## src/design/tte_pkg.sv

```systemverilog
// Shared types and constants for the transposition table engine.
`timescale 1ns / 1ps

package tte_pkg;

    // Request codes
    localparam logic REQ_PROBE = 1'b0;
    localparam logic REQ_STORE = 1'b1;

    // Stored bound kinds
    localparam logic [1:0] KIND_ALL   = 2'd0;
    localparam logic [1:0] KIND_CUT   = 2'd1;
    localparam logic [1:0] KIND_EXACT = 2'd2;

    // Probe outcome codes
    localparam logic [1:0] OUT_CONTINUE = 2'd0;
    localparam logic [1:0] OUT_EXACT    = 2'd1;
    localparam logic [1:0] OUT_BETA     = 2'd2;

    localparam int FILL_W = 11;
    localparam logic [FILL_W-1:0] FILL_MAX = '1;

    typedef struct packed {
        logic       valid;
        logic [1:0] kind;
        logic [7:0] depth;
    } info_t;

    typedef struct packed {
        logic [63:0]        tag;
        logic [31:0]        move;
        logic signed [31:0] score;
        info_t              info;
    } entry_t;

    localparam int ENTRY_W = $bits(entry_t);

    typedef enum logic [1:0] {
        ST_CLEAR,
        ST_IDLE,
        ST_LOOKUP
    } state_t;

    typedef struct packed {
        logic clear_wr;
        logic load_req;
        logic finish;
    } ctrl_cmd_t;

    typedef struct packed {
        logic clear_last;
        logic out_busy;
    } dp_status_t;

endpackage

```

## src/design/tte_ctrl.sv

```systemverilog
// Sequencing state machine: clearing pass, request accept, lookup and finish.
`timescale 1ns / 1ps

module tte_ctrl (
    input  logic                clk,
    input  logic                rst_n,
    input  logic                in_valid,
    output logic                in_stall,
    input  tte_pkg::dp_status_t status,
    output tte_pkg::ctrl_cmd_t  cmd
);

    import tte_pkg::*;

    state_t state_reg;
    state_t state_next;

    always_ff @(posedge clk or negedge rst_n)
    begin
        if (!rst_n)
        begin
            state_reg <= ST_CLEAR;
        end
        else
        begin
            state_reg <= state_next;
        end
    end

    always_comb
    begin
        state_next = state_reg;
        cmd        = '0;
        in_stall   = 1'b1;
        case (state_reg)
            ST_CLEAR:
            begin
                cmd.clear_wr = 1'b1;
                if (status.clear_last)
                begin
                    state_next = ST_IDLE;
                end
            end
            ST_IDLE:
            begin
                in_stall = 1'b0;
                if (in_valid)
                begin
                    cmd.load_req = 1'b1;
                    state_next   = ST_LOOKUP;
                end
            end
            ST_LOOKUP:
            begin
                // wait until the result register is free
                if (!status.out_busy)
                begin
                    cmd.finish = 1'b1;
                    state_next = ST_IDLE;
                end
            end
            default:
            begin
                state_next = ST_CLEAR;
            end
        endcase
    end

endmodule

```

## config.mk

```make
export PLATFORM = sky130hd
export DESIGN_NAME = tte_ctrl
export DESIGN_NICKNAME = d
export VERILOG_FILES = /design/src/design/tte_pkg.sv /design/src/design/tte_ctrl.sv
export SDC_FILE = /design/constraint.sdc
export NUM_CORES = 1
export LEC_CHECK = 0
export ABC_AREA = 1
export BUFFER_PORTS_ARGS = -buffer_cell sky130_fd_sc_hd__buf_2
export CAP_MARGIN = 10
export CELL_PAD_IN_SITES_DETAIL_PLACEMENT = 1
export CELL_PAD_IN_SITES_GLOBAL_PLACEMENT = 2
export CORE_AREA = 5 5 42 44
export CTS_CLUSTER_SIZE = 30
export DETAILED_ROUTE_END_ITERATION = 7
export DIE_AREA = 0 0 47 49
export PLACE_DENSITY = 0.45
export REMOVE_ABC_BUFFERS = 1
export SYNTH_ARGS = -nofsm -noshare
export SYNTH_HDL_FRONTEND = slang
export SYNTH_SLANG_ARGS = --single-unit
```

## constraint.sdc

```tcl
create_clock -name clk -period 1.86 [get_ports clk]
set_input_delay 0.279 -clock clk [delete_from_list [all_inputs] [get_ports clk]]
set_output_delay 0.279 -clock clk [all_outputs]
set_load 0.005 [all_outputs]
```

## After elaboration in Yosys (flattened, before gate mapping)

Index checks and enable logic that the tools add are counted.
W data, S select, Z words.

- Bits in registers: 2
- Latch bits: 0
- Bits in writable memories: 0
- Memory bits (read-only): 0
- Bits of input ports: 5
- Memories kept: 0

- $add $sub $neg: 0
- Multipliers: 0
- Div/mod/pow operators: 0
- $lt $le $gt $ge: 0
- Equality and inequality tests: 5
- Shifts and indexed selects: 0
- Mux-type cells: 10
- Bitwise operators: 0
- Reduce and logical (&&, ||, !) cells: 2

Operators by type and width:

| operator | number |
|---|---|
| $mux W1 | 6 |
| $mux W2 | 3 |
| $ne A2 B2 Y1 const B | 3 |
| $pmux W2 S3 | 1 |
| $reduce_and A3 Y1 | 1 |
| $eq A2 B1 Y1 const B | 1 |
| $eq A2 B2 Y1 const B | 1 |
| $logic_not A2 Y1 | 1 |

## Depth between registers and ports, before layout

- Depth in word-level cells: 3
- Gate-level depth with buffers: 4
- Depth with buffers taken out: 4

## Least setup slack after synthesis

No wires, ideal clock.

- Path kind: register -> output
- From: register state_reg[1]
- To: output cmd[1] (netlist bit)
- Arrival time: 644 ps
- Setup slack: 937 ps
- Cell stages (with the launch flop): 4
- Cells stage by stage: dfrtp_1 -> inv_1 -> nand2_1 -> nor2_1

RTL lines:

| what | RTL line | RTL |
|---|---|---|
| start: declaration | tte_ctrl.sv:15 | `state_t state_reg;` |
| start signal: assignment | tte_ctrl.sv:26 | `state_reg <= state_next;` |
| end: declaration | tte_ctrl.sv:10 | `output tte_pkg::ctrl_cmd_t cmd` |

==> flow_summary_export.csv <==
group,metric,value,unit
finish,utilization,0.146,
worst_hold_path,holdCritPathClass,"in -> reg",
grt,grt_pass1_wl,634,um
route,vias_per_cell,3.16,
timing,layout_min_cycle_time,1280,ps
clock_tree,cts_tree,"yes",
finish,largest_register_ffs,2,
run_status,status,"finished clean",
setup_path,crit_path_end_kind,"output pin",
finish,num-fill-cells,186,
clock_tree,post_cts_resized,0,
timing,fin_worst_skew,0.795,ps
route,drt-total-wl,366,um
setup_path,slowest_stage,"dfrtp_1",
yosys,synth-edff-count,0,
yosys,synthFlopType,"dfrtp_1",
floorplan,ioPinCount,9,
clock_tree,clock-sinks,2,
job,drv_cap,0,
floorplan,start_util,0.0804,
timing,hold-worst-slack,342,ps
finish,diodes,0,
clock_tree,cts_root_buf,"clkbuf_4",
setup_path,crit_buf_inv,2,
setup_path,crit_family,"flip-flops",
yosys,synthCells,16,
worst_hold_path,min_path_cells,3,
placement,gp_congestion,0.646,
route,first_iter_violations,4,
grt,grt_max_degree,6,
clock_tree,clock_latency,220,ps
grt,grt_remaining_overflow,0,
yosys,synth-seq-cells,2,
clock_tree,cts_buffer_depth,2,
finish,fin_cells,44,
yosys,yosysMostFrequentCell,"inv_1",
yosys,syn_avg_cell_area,7.04,sq um
route,drtPass1Iterations,2,
timing,max_slew_margin,0.892,
yosys,synth_area_leader_cell,"dfrtp_1",
pwr,power_density,1510,nW/um^2
yosys,yosysWarnings,0,
grt,grt_pass1_vias,161,
setup_path,worst-setup-path-type,"reg -> out",
timing,hold_viol,0,
setup_path,cp.arrival,1000,ps
setup_path,cp_max_fo,4,
setup_path,crit_cells,4,
finish,syn_to_final_growth,82.2,%
timing,fin_ws,580,ps
grt,antenna_found_initial,0,
setup_path,cp_cell_sequence,"inv_1, nand2_1, nor2_1, buf_2",
floorplan,die_x,47,um
yosys,syn_area,113,sq um
floorplan,row_count,14,
finish,multi_input_area,47.5,sq um
route,final_antenna_net_count,0,
finish,drive_above_1_share,0.429,
timing,finalMaxSlewViolations,0,
placement,io_buffer_count,8,
timing,finalSetupTns,0,ps
yosys,async_flop_share,1.00,
timing,timing.fmax,781,MHz
clock_tree,cts_buffers,3,
yosys,synth_area_leaders,"dfrtp_1 44%, inv_1 13%, nand2_1 10%",
floorplan,die-area,2300,sq um
route,vias,139,
finish,fin_nets,35,
timing,period_share,0.688,
timing,setup_viol,0,
setup_path,worstSetupStartpointType,"register",
clock_tree,clk_pin_slew,30,ps
placement,dp_slack,822,ps
route,wl_per_cell,8.32,um
floorplan,fp.dieH,49,um
setup_path,slowest_delay,400,ps
yosys,synth_cell_types,9,
pwr,ir_drop,370,uV
yosys,yosys.area.top_type_share,0.444,
yosys,synthTopCellsByCount,"4 x inv_1, 3 x nand2_1, 2 x dfrtp_1, 2 x nor2_1",
finish,regArea,50.0,sq um
placement,hpwl,300,um
clock_tree,cts_max_level,1,
placement,dp_cells,40,
grt,globalRouteTotalUtil,0.0401,
timing,worst_pin_slew,161,ps
route,drc_errors,0,
setup_path,reg2reg_depth,4,
pwr,p_leak,0.118,nW
yosys,yosysSeqAreaShare,0.444,
setup_path,cp_data_required_time,1580,ps
floorplan,coreArea,1400,sq um
timing,grt_setup_unrepaired,"false",
## repair_timing
item / CTS / global route
buffers inserted: 0 / 0
hold endpoints to repair: 2 / 0
hold buffers: 1 / 0
## per-stage QoR
step / total power, mW / instance area [sq um]
floorplan: 0.156 / 113
global placement: 0.209 / 173
detailed placement: 0.215 / 173
CTS: 0.320 / 205
global route: 0.345 / 205
finish: 0.309 / 205
## placed cells by master (no fill, tap or decap)
| master | instances |
|---|---|
| nand3_1 | 1 |
| nor2_2 | 1 |
| buf_2 | 8 |
| nor2_1 | 2 |
| dlygate4sd3_1 | 1 |
| o21a_1 | 1 |
| clkbuf_4 | 3 |
| nand2_1 | 3 |
| dfrtp_1 | 2 |
| inv_1 | 4 |
| o21ai_1 | 1 |
| nor3_1 | 1 |
## final cells by class
class	count	area share
Multi-Input combinational cell	10	0.232
Inverter	4	0.0732
Timing Repair Buffer	9	0.244
Tap cell	16	0.0976
Sequential cell	2	0.244
Clock buffer	3	0.110
## worst register-to-register path, cell delays in order, from the launching register on
cell and delay, ps:
dfrtp_1 410, nor2_1 160, nand2_1 70, nand2_1 70
nor2_2 40
## where the power goes
group	switching, mW	internal (mW)	leakage, nW
combinational	0.0667	0.0580	0.0794
clock	0.0238	0.0711	0.0138
sequential	0.0246	0.0651	0.0245
## cell families after synthesis
logic type | share of synthesized area
simple gates | 0.311
buf+inv | 0.133
flops | 0.444
compound gates | 0.111
## per-layer routing
layer / part of all wire / vias to the layer above / GRT usage
li1: - / 74 / -
met3: 0.15 / 0 / 0.0295
met4: 0 / 0 / 0.0415
met1: 0.53 / 56 / 0.0482
met5: 0 / - / 0
met2: 0.31 / 9 / 0.0407
## final timing paths
check / start / end / slack, ps
setup / recovery: state_reg[1] / cmd[1] / 580
hold / removal: in_valid / state_reg[1] / 340
setup reg to reg: state_reg[0] / state_reg[0] / 1000
hold reg to reg: state_reg[1] / state_reg[0] / 610
max in group asynchronous: rst_n / state_reg[1] / 1400
min in group asynchronous: rst_n / state_reg[0] / 370
Note: power is estimated with default switching activity, not from simulation.
